<file path="config.mk">
export PLATFORM = sky130hd
export DESIGN_NAME = policy_scored_worker_select_flat
export DESIGN_NICKNAME = d
export VERILOG_FILES = /design/src/pssw_pkg.sv /design/src/pssw_if.sv /design/src/pssw_front.sv /design/src/pssw_queue.sv /design/src/pssw_back.sv /design/src/policy_scored_worker_select.sv /design/src/flat_wrapper.sv
export SDC_FILE = /design/constraint.sdc
export NUM_CORES = 2
export LEC_CHECK = 0
export BUFFER_PORTS_ARGS = -buffer_cell sky130_fd_sc_hd__buf_2
export CORE_MARGIN = 5
export CORE_UTILIZATION = 40
export DETAILED_ROUTE_END_ITERATION = 7
export GPL_ROUTABILITY_DRIVEN = 0
export PLACE_DENSITY_LB_ADDON = 0.05
export SLEW_MARGIN = 20
export SYNTH_ARGS = -nofsm -noshare
export SYNTH_HDL_FRONTEND = slang
export SYNTH_SLANG_ARGS = --single-unit
</file>
<file path="constraint.sdc">
create_clock -name clock -period 9.3 [get_ports clock]
set_input_delay 1.86 -clock clock [delete_from_list [all_inputs] [get_ports clock]]
set_output_delay 1.86 -clock clock [all_outputs]
set_load 0.005 [all_outputs]
</file>
<file path="src/pssw_pkg.sv">
// ----------------------------------------------------------------------------
// pssw_pkg: shared types and constants for the scored worker selector
// Widths, policy codes, queue entry and back end state types.
// ----------------------------------------------------------------------------
package pssw_pkg;

   localparam int MAX_WORKERS = 256;
   localparam int POS_WIDTH   = $clog2(MAX_WORKERS);
   localparam int INDEX_WIDTH = 8;

   localparam int LOAD_WIDTH  = 15;
   localparam int COUNT_WIDTH = 8;
   localparam int PRIO_WIDTH  = 8;
   localparam int TIME_WIDTH  = 32;

   // scores are signed with 8 fraction bits
   localparam int SCORE_WIDTH = 42;
   localparam int FRAC_BITS   = 8;
   localparam int MAG_WIDTH   = TIME_WIDTH + FRAC_BITS;
   localparam int DIV_WIDTH   = COUNT_WIDTH + 1;
   localparam int STEP_WIDTH  = $clog2(MAG_WIDTH);

   localparam logic signed [SCORE_WIDTH-1:0] FULL_SCALE = SCORE_WIDTH'(25600);
   localparam logic signed [SCORE_WIDTH-1:0] MINUS_ONE  = -SCORE_WIDTH'(256);

   // priority divide by ten as multiply by ceil(2^27 / 10) and shift,
   // exact for magnitudes below 2^26
   localparam int PRIO_MAG_WIDTH   = 23;
   localparam int RECIP_WIDTH      = 24;
   localparam int RECIP_SHIFT      = 27;
   localparam int RECIP_PROD_WIDTH = PRIO_MAG_WIDTH + RECIP_WIDTH;
   localparam logic [RECIP_WIDTH-1:0] PRIO_RECIP = RECIP_WIDTH'(13421773);

   localparam int CSR_ADDR_WIDTH = 3;
   localparam int CSR_DATA_WIDTH = 32;

   typedef enum logic [1:0] {
      POLICY_LOAD,
      POLICY_ROUND_ROBIN,
      POLICY_PRIORITY,
      POLICY_DEADLINE
   } pssw_policy_type;

   typedef enum logic [1:0] {
      BACK_IDLE,
      BACK_DIVIDE,
      BACK_EVAL
   } pssw_back_state_type;

   typedef struct packed {
      logic                          available;
      logic                          last;
      logic [POS_WIDTH-1:0]          position;
      logic                          use_div;
      logic                          use_recip;
      logic                          negative;
      logic [MAG_WIDTH-1:0]          magnitude;
      logic [DIV_WIDTH-1:0]          divisor;
      logic signed [SCORE_WIDTH-1:0] direct;
   } pssw_entry_type;

endpackage

</file>
<file path="src/pssw_if.sv">
// ----------------------------------------------------------------------------
// pssw_req_if / pssw_rsp_if: request and result channels
// Valid/ready channels carrying worker records and selection results.
// ----------------------------------------------------------------------------
interface pssw_req_if;
   logic        valid;
   logic        ready;
   logic        available;
   logic [14:0] cpu_load;
   logic [14:0] mem_load;
   logic [7:0]  active_count;
   logic [7:0]  task_priority;
   logic [31:0] task_deadline;
   logic [31:0] time_now;
   logic        last;

   modport source (output valid, available, cpu_load, mem_load, active_count,
                   task_priority, task_deadline, time_now, last, input ready);
   modport sink (input valid, available, cpu_load, mem_load, active_count,
                 task_priority, task_deadline, time_now, last, output ready);
endinterface

interface pssw_rsp_if;
   logic       valid;
   logic       ready;
   logic       found;
   logic [7:0] worker_index;

   modport source (output valid, found, worker_index, input ready);
   modport sink (input valid, found, worker_index, output ready);
endinterface

</file>
<file path="src/pssw_front.sv">
// ----------------------------------------------------------------------------
// pssw_front: request intake and scoring setup
// Numbers each worker record and prepares its score or divider operands.
// ----------------------------------------------------------------------------
module pssw_front
   import pssw_pkg::*;
(
   input  logic            clock,
   input  logic            reset,
   pssw_req_if.sink        req_ch,
   input  pssw_policy_type policy,
   input  logic            q_full,
   output logic            q_push,
   output pssw_entry_type  q_entry
);

   logic [POS_WIDTH-1:0]          pos_ff;
   logic [POS_WIDTH-1:0]          pos_in;
   logic signed [SCORE_WIDTH-1:0] cpu_s;
   logic signed [SCORE_WIDTH-1:0] mem_s;
   logic signed [SCORE_WIDTH-1:0] act_s;
   logic signed [16:0]            head_room;
   logic signed [8:0]             prio_s;
   logic signed [25:0]            prod;
   logic [25:0]                   prod_abs;
   logic signed [TIME_WIDTH:0]    slack;
   logic [TIME_WIDTH:0]           slack_abs;

   assign req_ch.ready = !q_full;
   assign q_push       = req_ch.valid && !q_full;

   assign cpu_s = $signed({{(SCORE_WIDTH-LOAD_WIDTH){1'b0}}, req_ch.cpu_load});
   assign mem_s = $signed({{(SCORE_WIDTH-LOAD_WIDTH){1'b0}}, req_ch.mem_load});
   assign act_s = $signed({{(SCORE_WIDTH-COUNT_WIDTH){1'b0}}, req_ch.active_count});

   assign head_room = 17'sd25600 - $signed({2'b00, req_ch.cpu_load});
   assign prio_s    = $signed({1'b0, req_ch.task_priority});
   assign prod      = 26'(head_room) * 26'(prio_s);
   assign prod_abs  = prod[25] ? 26'(-prod) : 26'(prod);

   assign slack     = $signed({1'b0, req_ch.task_deadline}) - $signed({1'b0, req_ch.time_now});
   assign slack_abs = slack[TIME_WIDTH] ? (TIME_WIDTH+1)'(-slack) : (TIME_WIDTH+1)'(slack);

   always_comb begin
      q_entry.available = req_ch.available;
      q_entry.last      = req_ch.last;
      q_entry.position  = pos_ff;
      q_entry.use_div   = 1'b0;
      q_entry.use_recip = 1'b0;
      q_entry.negative  = 1'b0;
      q_entry.magnitude = '0;
      q_entry.divisor   = '0;
      q_entry.direct    = '0;
      case (policy)
         POLICY_LOAD: begin
            q_entry.direct = (FULL_SCALE - cpu_s) + (FULL_SCALE - mem_s)
                             - ((act_s <<< 11) + (act_s <<< 9));
         end
         POLICY_ROUND_ROBIN: begin
            q_entry.direct = FULL_SCALE - (act_s <<< FRAC_BITS);
         end
         POLICY_PRIORITY: begin
            q_entry.use_div   = 1'b1;
            q_entry.use_recip = 1'b1;
            q_entry.negative  = prod[25];
            q_entry.magnitude = MAG_WIDTH'(prod_abs);
         end
         POLICY_DEADLINE: begin
            q_entry.use_div   = 1'b1;
            q_entry.negative  = slack[TIME_WIDTH];
            q_entry.magnitude = {slack_abs[TIME_WIDTH-1:0], {FRAC_BITS{1'b0}}};
            q_entry.divisor   = {1'b0, req_ch.active_count} + DIV_WIDTH'(1);
         end
         default: begin
            q_entry.direct = '0;
         end
      endcase
   end

   // position restarts after the record marked last
   always_comb begin
      pos_in = pos_ff;
      if (q_push) begin
         pos_in = req_ch.last ? '0 : pos_ff + POS_WIDTH'(1);
      end
   end

   always_ff @(posedge clock) begin
      if (reset) begin
         pos_ff <= '0;
      end else begin
         pos_ff <= pos_in;
      end
   end

endmodule

</file>
<file path="src/pssw_queue.sv">
// ----------------------------------------------------------------------------
// pssw_queue: two-entry queue between front and back
// Holds prepared requests so intake and scoring stall independently.
// ----------------------------------------------------------------------------
module pssw_queue
   import pssw_pkg::*;
(
   input  logic           clock,
   input  logic           reset,
   input  logic           push,
   input  pssw_entry_type push_entry,
   output logic           full,
   input  logic           pop,
   output logic           pop_valid,
   output pssw_entry_type pop_entry
);

   pssw_entry_type slot_ff [2];
   logic           wr_ptr_ff;
   logic           wr_ptr_in;
   logic           rd_ptr_ff;
   logic           rd_ptr_in;
   logic [1:0]     count_ff;
   logic [1:0]     count_in;
   logic           do_pop;

   assign full      = count_ff == 2'd2;
   assign pop_valid = count_ff != 2'd0;
   assign pop_entry = slot_ff[rd_ptr_ff];
   assign do_pop    = pop && pop_valid;

   always_comb begin
      wr_ptr_in = push ? !wr_ptr_ff : wr_ptr_ff;
      rd_ptr_in = do_pop ? !rd_ptr_ff : rd_ptr_ff;
      count_in  = count_ff + 2'(push) - 2'(do_pop);
   end

   always_ff @(posedge clock) begin
      if (push) begin
         slot_ff[wr_ptr_ff] <= push_entry;
      end
   end

   always_ff @(posedge clock) begin
      if (reset) begin
         wr_ptr_ff <= 1'b0;
         rd_ptr_ff <= 1'b0;
         count_ff  <= '0;
      end else begin
         wr_ptr_ff <= wr_ptr_in;
         rd_ptr_ff <= rd_ptr_in;
         count_ff  <= count_in;
      end
   end

endmodule

</file>
<file path="src/pssw_back.sv">
// ----------------------------------------------------------------------------
// pssw_back: scoring, best tracking and result output
// Runs a bit-serial divider for the deadline policy and a reciprocal multiply
// for the priority scale, keeps the best score and drives the registered
// result channel.
// ----------------------------------------------------------------------------
module pssw_back
   import pssw_pkg::*;
(
   input  logic           clock,
   input  logic           reset,
   input  logic           q_valid,
   input  pssw_entry_type q_entry,
   output logic           q_pop,
   pssw_rsp_if.source     rsp_ch
);

   pssw_back_state_type           state_ff;
   pssw_back_state_type           state_in;
   pssw_entry_type                cur_ff;
   pssw_entry_type                cur_in;
   logic [MAG_WIDTH-1:0]          quot_ff;
   logic [MAG_WIDTH-1:0]          quot_in;
   logic [DIV_WIDTH-1:0]          rem_ff;
   logic [DIV_WIDTH-1:0]          rem_in;
   logic [STEP_WIDTH-1:0]         step_ff;
   logic [STEP_WIDTH-1:0]         step_in;
   logic signed [SCORE_WIDTH-1:0] best_score_ff;
   logic signed [SCORE_WIDTH-1:0] best_score_in;
   logic [POS_WIDTH-1:0]          best_pos_ff;
   logic [POS_WIDTH-1:0]          best_pos_in;
   logic                          have_best_ff;
   logic                          have_best_in;
   logic                          rsp_valid_ff;
   logic                          rsp_valid_in;
   logic                          rsp_found_ff;
   logic                          rsp_found_in;
   logic [INDEX_WIDTH-1:0]        rsp_index_ff;
   logic [INDEX_WIDTH-1:0]        rsp_index_in;

   logic [DIV_WIDTH:0]            trial;
   logic                          trial_ok;
   logic [RECIP_PROD_WIDTH-1:0]   recip_prod;
   logic [MAG_WIDTH-1:0]          recip_quot;
   logic signed [SCORE_WIDTH-1:0] quot_s;
   logic signed [SCORE_WIDTH-1:0] score;
   logic                          win;
   logic                          new_have;
   logic [POS_WIDTH-1:0]          new_pos;

   assign rsp_ch.valid        = rsp_valid_ff;
   assign rsp_ch.found        = rsp_found_ff;
   assign rsp_ch.worker_index = rsp_index_ff;

   // restoring division, one quotient bit per cycle
   assign trial    = {rem_ff, quot_ff[MAG_WIDTH-1]};
   assign trial_ok = trial >= {1'b0, cur_ff.divisor};

   assign recip_prod = {{RECIP_WIDTH{1'b0}}, q_entry.magnitude[PRIO_MAG_WIDTH-1:0]}
                     * {{PRIO_MAG_WIDTH{1'b0}}, PRIO_RECIP};
   assign recip_quot = {{(MAG_WIDTH-RECIP_PROD_WIDTH+RECIP_SHIFT){1'b0}},
                        recip_prod[RECIP_PROD_WIDTH-1:RECIP_SHIFT]};

   assign quot_s   = $signed({{(SCORE_WIDTH-MAG_WIDTH){1'b0}}, quot_ff});
   assign score    = !cur_ff.use_div ? cur_ff.direct
                   : (cur_ff.negative ? -quot_s : quot_s);
   assign win      = cur_ff.available && (score > best_score_ff);
   assign new_have = have_best_ff || win;
   assign new_pos  = win ? cur_ff.position : best_pos_ff;

   always_comb begin
      state_in      = state_ff;
      cur_in        = cur_ff;
      quot_in       = quot_ff;
      rem_in        = rem_ff;
      step_in       = step_ff;
      best_score_in = best_score_ff;
      best_pos_in   = best_pos_ff;
      have_best_in  = have_best_ff;
      rsp_valid_in  = rsp_valid_ff && !rsp_ch.ready;
      rsp_found_in  = rsp_found_ff;
      rsp_index_in  = rsp_index_ff;
      q_pop         = 1'b0;
      case (state_ff)
         BACK_IDLE: begin
            q_pop = 1'b1;
            if (q_valid) begin
               cur_in   = q_entry;
               quot_in  = q_entry.use_recip ? recip_quot : q_entry.magnitude;
               rem_in   = '0;
               step_in  = '0;
               state_in = (q_entry.available && q_entry.use_div && !q_entry.use_recip)
                          ? BACK_DIVIDE : BACK_EVAL;
            end
         end
         BACK_DIVIDE: begin
            rem_in  = trial_ok ? DIV_WIDTH'(trial - {1'b0, cur_ff.divisor})
                               : trial[DIV_WIDTH-1:0];
            quot_in = {quot_ff[MAG_WIDTH-2:0], trial_ok};
            step_in = step_ff + STEP_WIDTH'(1);
            if (step_ff == STEP_WIDTH'(MAG_WIDTH - 1)) begin
               state_in = BACK_EVAL;
            end
         end
         BACK_EVAL: begin
            if (!cur_ff.last) begin
               if (win) begin
                  best_score_in = score;
               end
               best_pos_in  = new_pos;
               have_best_in = new_have;
               state_in     = BACK_IDLE;
            end else if (!rsp_valid_ff || rsp_ch.ready) begin
               rsp_valid_in  = 1'b1;
               rsp_found_in  = new_have;
               rsp_index_in  = new_have ? INDEX_WIDTH'(new_pos) : '0;
               best_score_in = MINUS_ONE;
               best_pos_in   = '0;
               have_best_in  = 1'b0;
               state_in      = BACK_IDLE;
            end
         end
         default: begin
            state_in = BACK_IDLE;
         end
      endcase
   end

   always_ff @(posedge clock) begin
      cur_ff       <= cur_in;
      quot_ff      <= quot_in;
      rem_ff       <= rem_in;
      step_ff      <= step_in;
      rsp_found_ff <= rsp_found_in;
      rsp_index_ff <= rsp_index_in;
   end

   always_ff @(posedge clock) begin
      if (reset) begin
         state_ff      <= BACK_IDLE;
         best_score_ff <= MINUS_ONE;
         best_pos_ff   <= '0;
         have_best_ff  <= 1'b0;
         rsp_valid_ff  <= 1'b0;
      end else begin
         state_ff      <= state_in;
         best_score_ff <= best_score_in;
         best_pos_ff   <= best_pos_in;
         have_best_ff  <= have_best_in;
         rsp_valid_ff  <= rsp_valid_in;
      end
   end

endmodule

</file>
<file path="src/policy_scored_worker_select.sv">
// ----------------------------------------------------------------------------
// policy_scored_worker_select: picks the best-scoring worker of a sequence
//
//   channel  direction  handshake           carries
//   req_ch   in         valid/ready         one worker record per request
//   rsp_ch   out        valid/ready         found, worker_index on last record
//   csr_*    in/out     APB, pready tied 1  policy register at byte 0
//
// Load, round robin and priority policies are scored straight from the queue;
// available deadline records first run the 40-step bit-serial divider.
// Intake and scoring are split by a two-entry queue, so up to two requests
// are taken while scoring or a stalled result is pending.
// Reset is synchronous; policy comes out of reset as round robin.
// ----------------------------------------------------------------------------
module policy_scored_worker_select
   import pssw_pkg::*;
(
   input  logic                      clock,
   input  logic                      reset,
   pssw_req_if.sink                  req_ch,
   pssw_rsp_if.source                rsp_ch,
   input  logic                      csr_psel,
   input  logic                      csr_penable,
   input  logic                      csr_pwrite,
   input  logic [CSR_ADDR_WIDTH-1:0] csr_paddr,
   input  logic [CSR_DATA_WIDTH-1:0] csr_pwdata,
   output logic [CSR_DATA_WIDTH-1:0] csr_prdata,
   output logic                      csr_pready
);

   pssw_policy_type policy_ff;
   pssw_policy_type policy_in;
   logic            q_full;
   logic            q_push;
   pssw_entry_type  push_entry;
   logic            q_pop;
   logic            q_valid;
   pssw_entry_type  pop_entry;
   logic            csr_write;

   assign csr_pready = 1'b1;
   assign csr_write  = csr_psel && csr_penable && csr_pwrite && csr_pready;
   assign csr_prdata = {{(CSR_DATA_WIDTH-2){1'b0}}, policy_ff};

   always_comb begin
      policy_in = policy_ff;
      if (csr_write && !csr_paddr[2]) begin
         policy_in = pssw_policy_type'(csr_pwdata[1:0]);
      end
   end

   always_ff @(posedge clock) begin
      if (reset) begin
         policy_ff <= POLICY_ROUND_ROBIN;
      end else begin
         policy_ff <= policy_in;
      end
   end

   pssw_front u_front (
      .clock   (clock),
      .reset   (reset),
      .req_ch  (req_ch),
      .policy  (policy_ff),
      .q_full  (q_full),
      .q_push  (q_push),
      .q_entry (push_entry)
   );

   pssw_queue u_queue (
      .clock      (clock),
      .reset      (reset),
      .push       (q_push),
      .push_entry (push_entry),
      .full       (q_full),
      .pop        (q_pop),
      .pop_valid  (q_valid),
      .pop_entry  (pop_entry)
   );

   pssw_back u_back (
      .clock   (clock),
      .reset   (reset),
      .q_valid (q_valid),
      .q_entry (pop_entry),
      .q_pop   (q_pop),
      .rsp_ch  (rsp_ch)
   );

endmodule

</file>
<file path="src/flat_wrapper.sv">
// flat-port wrapper written by rule: the top's interface ports become plain ports
module policy_scored_worker_select_flat import pssw_pkg::*;
  (clock, reset, csr_psel, csr_penable, csr_pwrite, csr_paddr, csr_pwdata, csr_prdata, csr_pready, req_ch_valid, req_ch_available, req_ch_cpu_load, req_ch_mem_load, req_ch_active_count, req_ch_task_priority, req_ch_task_deadline, req_ch_time_now, req_ch_last, req_ch_ready, rsp_ch_valid, rsp_ch_found, rsp_ch_worker_index, rsp_ch_ready);
  pssw_req_if req_ch_i ();
  pssw_rsp_if rsp_ch_i ();
  input  logic clock;
  input  logic reset;
  input  logic csr_psel;
  input  logic csr_penable;
  input  logic csr_pwrite;
  input  logic [CSR_ADDR_WIDTH-1:0] csr_paddr;
  input  logic [CSR_DATA_WIDTH-1:0] csr_pwdata;
  output logic [CSR_DATA_WIDTH-1:0] csr_prdata;
  output logic csr_pready;
  input wire logic [$bits(req_ch_i.valid)-1:0] req_ch_valid;
  input wire logic [$bits(req_ch_i.available)-1:0] req_ch_available;
  input wire logic [$bits(req_ch_i.cpu_load)-1:0] req_ch_cpu_load;
  input wire logic [$bits(req_ch_i.mem_load)-1:0] req_ch_mem_load;
  input wire logic [$bits(req_ch_i.active_count)-1:0] req_ch_active_count;
  input wire logic [$bits(req_ch_i.task_priority)-1:0] req_ch_task_priority;
  input wire logic [$bits(req_ch_i.task_deadline)-1:0] req_ch_task_deadline;
  input wire logic [$bits(req_ch_i.time_now)-1:0] req_ch_time_now;
  input wire logic [$bits(req_ch_i.last)-1:0] req_ch_last;
  output wire logic [$bits(req_ch_i.ready)-1:0] req_ch_ready;
  output wire logic [$bits(rsp_ch_i.valid)-1:0] rsp_ch_valid;
  output wire logic [$bits(rsp_ch_i.found)-1:0] rsp_ch_found;
  output wire logic [$bits(rsp_ch_i.worker_index)-1:0] rsp_ch_worker_index;
  input wire logic [$bits(rsp_ch_i.ready)-1:0] rsp_ch_ready;
  assign req_ch_i.valid = req_ch_valid;
  assign req_ch_i.available = req_ch_available;
  assign req_ch_i.cpu_load = req_ch_cpu_load;
  assign req_ch_i.mem_load = req_ch_mem_load;
  assign req_ch_i.active_count = req_ch_active_count;
  assign req_ch_i.task_priority = req_ch_task_priority;
  assign req_ch_i.task_deadline = req_ch_task_deadline;
  assign req_ch_i.time_now = req_ch_time_now;
  assign req_ch_i.last = req_ch_last;
  assign req_ch_ready = req_ch_i.ready;
  assign rsp_ch_valid = rsp_ch_i.valid;
  assign rsp_ch_found = rsp_ch_i.found;
  assign rsp_ch_worker_index = rsp_ch_i.worker_index;
  assign rsp_ch_i.ready = rsp_ch_ready;
  policy_scored_worker_select u_core (.clock(clock), .reset(reset), .req_ch(req_ch_i), .rsp_ch(rsp_ch_i), .csr_psel(csr_psel), .csr_penable(csr_penable), .csr_pwrite(csr_pwrite), .csr_paddr(csr_paddr), .csr_pwdata(csr_pwdata), .csr_prdata(csr_prdata), .csr_pready(csr_pready));
endmodule
</file>
==> run metrics <==
Max transition margin=32.6%; Mapped Cells=3445; area grow syn2layout=10.0%; kind of critical path=in -> reg; clk sinks=344; All-Layer GR Usage=19.1%; initial DRC count=1304; die area=89700 um2; Worst R2R End=u_core.u_back.quot_ff[19]; Worst-path clk slew=0.05 ns; cell area after layout=36900 um2; grt ovf=0; Nets=4371; Final Skew=0.0215 ns; Clock Tree Root=clkbuf_16; status=completed; row count=106; CP required=9.59 ns; Num CTS Buffers=42; via/cell ratio=5.25; minimum clock period=8.76 ns; Crit path arrival time=9.05 ns; CTS Hold Buffers Added=0; hold crit path type=reg -> reg; Die Y=300 um; antenna cells=0; drt total wl=86900 um; core area=83400 um2; DRT Pass-1 Iters=5; DP Area=35500 um2; worst reg2reg path depth=24; clock buffer depth=3; actual slew at the worst max-slew pin=1.01 ns; clock latency on the worst-skew pair=0.56 ns; Area contributors post-synth=edfxtp_1, fa_1, ha_1; startpoint types=input port; Avg WL per Cell=18.5 um; asr flop ratio synth=0%; vias=24.6k; H-tree depth=2; Worst setup EP type=flop; largest net degree at the start of global routing=69; HPWL after DPL=69800 um; DRC=0; final setup vio count=0; post_cts resized=0; Post-synth EDFFs=275; Synth warnings=0; Hold Fails Final Rpt=0; Seq/Total Area, Yosys=28.7%; Post-Route Setup TNS=0 ns; Setup crit end=u_core.u_queue.slot_ff[0][72]; number of global-route vias before repair=25.5k; Die Wd=300 um; main flop type after synthesis=edfxtp_1; commonest cells after routing, fill and taps aside=inv_1, ha_1, edfxtp_1; Ports=198; RSZ-0062 raised after global routing=false; critical path peak fanout=6; synth unique cells=86; Yosys top cell by area=edfxtp_1; Final ANT Viol Nets=0; most common cell after layout, fill and taps aside=inv_1; initial antenna violation count=2; FF+latch count, synth=344; FMAX=114 MHz; share of cells above drive strength 1=9.83%; first-pass GRT wire length=138000 um; pins over their slew limit=0; mapped cell area=33500 um2; Starting Density=40.2%; max-cap violations=0; CP startpoint=req_ch_cpu_load[0]; flop-to-flop setup slack=0.82 ns; setup bufs post-CTS=0; Buffers on Ports=134; layout filler cell count=8048; period utilization=94.2%; top cell type's share of synthesized area=24.6%; CTS tree=built; Syn Area/Cell=9.73 um2
==> per-layer routing <==
| metal | track usage, % | wire [um] | vias up |
|---|---|---|---|
| met5 | 0 | 0 | - |
| met4 | 4.57 | 1990 | 0 |
| met2 | 32.7 | 41800 | 399 |
| met1 | 26.1 | 40300 | 12100 |
| met3 | 2.13 | 2930 | 108 |
| li1 | - | - | 12000 |
==> critical path: stages <==
cell and delay, ns:
buf_2 0.12, inv_1 0.10, ha_1 0.19, nand2b_1 0.08
or3_1 0.33, or3_1 0.34, or4_1 0.46, xnor2_1 0.37
buf_4 0.23, nand2_1 0.08, fa_1 0.55, inv_1 0.06
fa_1 0.54, fa_1 0.45, fa_1 0.54, ha_1 0.41
o21ai_1 0.19, a211o_1 0.31, a311oi_1 0.40, nand2_1 0.17
nor4b_2 0.38, nand4_1 0.17, buf_4 0.17, o31ai_1 0.27
xnor2_1 0.18, a21oi_1 0.11
==> how the worst min path moves through the flow <==
stage,startpoint,endpoint,cells past startpoint
after floorplan,u_core.u_front.pos_ff[7],u_core.u_queue.slot_ff[0][101],0
after global placement,u_core.u_back.best_score_ff[20],u_core.u_back.best_score_ff[20],2
after detailed placement,u_core.u_back.best_score_ff[21],u_core.u_back.best_score_ff[21],2
after CTS,u_core.u_back.best_score_ff[33],u_core.u_back.best_score_ff[33],2
after global routing,u_core.u_back.best_score_ff[8],u_core.u_back.best_score_ff[8],2
final,u_core.u_back.best_score_ff[41],u_core.u_back.best_score_ff[41],2
==> cell families after synthesis <==
family	after synthesis	share of synthesized area (%)
buf+inv	690	8.10
mux	99	3.19
simple gates	821	12.1
fa+ha+maj	640	29.7
flops	344	28.7
compound gates	641	12.8
xor+xnor	208	5.43
other cells	2	0.0224
==> area by class of cell <==
cell class / instances / area [um2] / area share [%]
Clock buffer: 56 / 1150 / 3.13
Clock inverter: 22 / 180 / 0.488
Inverter: 556 / 2090 / 5.66
Multi-Input combinational cell: 2440 / 21400 / 57.9
Sequential cell: 344 / 9640 / 26.1
Tap cell: 1080 / 1350 / 3.66
Timing Repair Buffer: 193 / 1110 / 3.02
==> stage by stage <==
| step | utilization [%] | hold slack (ns) | std cells | worst slack (ns) |
|---|---|---|---|---|
| finish | 44.2 | 0.458 | 4691 | 0.537 |
| global route | 44.2 | 0.474 | 4691 | 0.0901 |
| CTS | 44.2 | 0.462 | 4691 | 0.354 |
| detailed placement | 42.6 | 0.452 | 4613 | -0.206 |
| global placement | 42.6 | 0.445 | 4613 | 0.00605 |
| floorplan | - | 0.434 | 3474 | 0.137 |
==> cell usage after synthesis (all sizes together), types with 6 or more instances <==
cell type	instances
a211o	8
mux2	62
and2	78
nor4	21
a2bb2oi	35
a211oi	27
o21a	18
or4	13
o21ai	124
a2111oi	10
xor2	109
or3	30
o221ai	6
nand4	32
inv	555
a31oi	18
o22ai	15
ha	381
xnor2	99
o21bai	12
a21o	63
nor2b	22
o31ai	49
a21boi	9
nand2b	30
nand2	221
clkbuf	87
edfxtp	275
and3	28
nor2	202
fa	259
mux2i	37
o41ai	8
nor3b	6
o211ai	16
a22o	16
a21oi	162
nor3	54
or2	9
nand3	53
dfxtp	69
buf	47
==> state kept, by name, indices dropped and copies added, names as in the netlist, 2 cells and up, named ones only <==
signal,flops
u_core.policy_ff,2
u_core.u_back.best_pos_ff,8
u_core.u_back.best_score_ff,42
u_core.u_back.cur_ff,43
u_core.u_back.quot_ff,40
u_core.u_back.rem_ff,9
u_core.u_back.rsp_ch.worker_index,8
u_core.u_back.state_ff,2
u_core.u_back.step_ff,6
u_core.u_front.pos_ff,8
u_core.u_queue.count_ff,2
u_core.u_queue.slot_ff,168
Power is not shown: default switching activity piles up to over one toggle a cycle in this logic, so the estimate is an artifact.
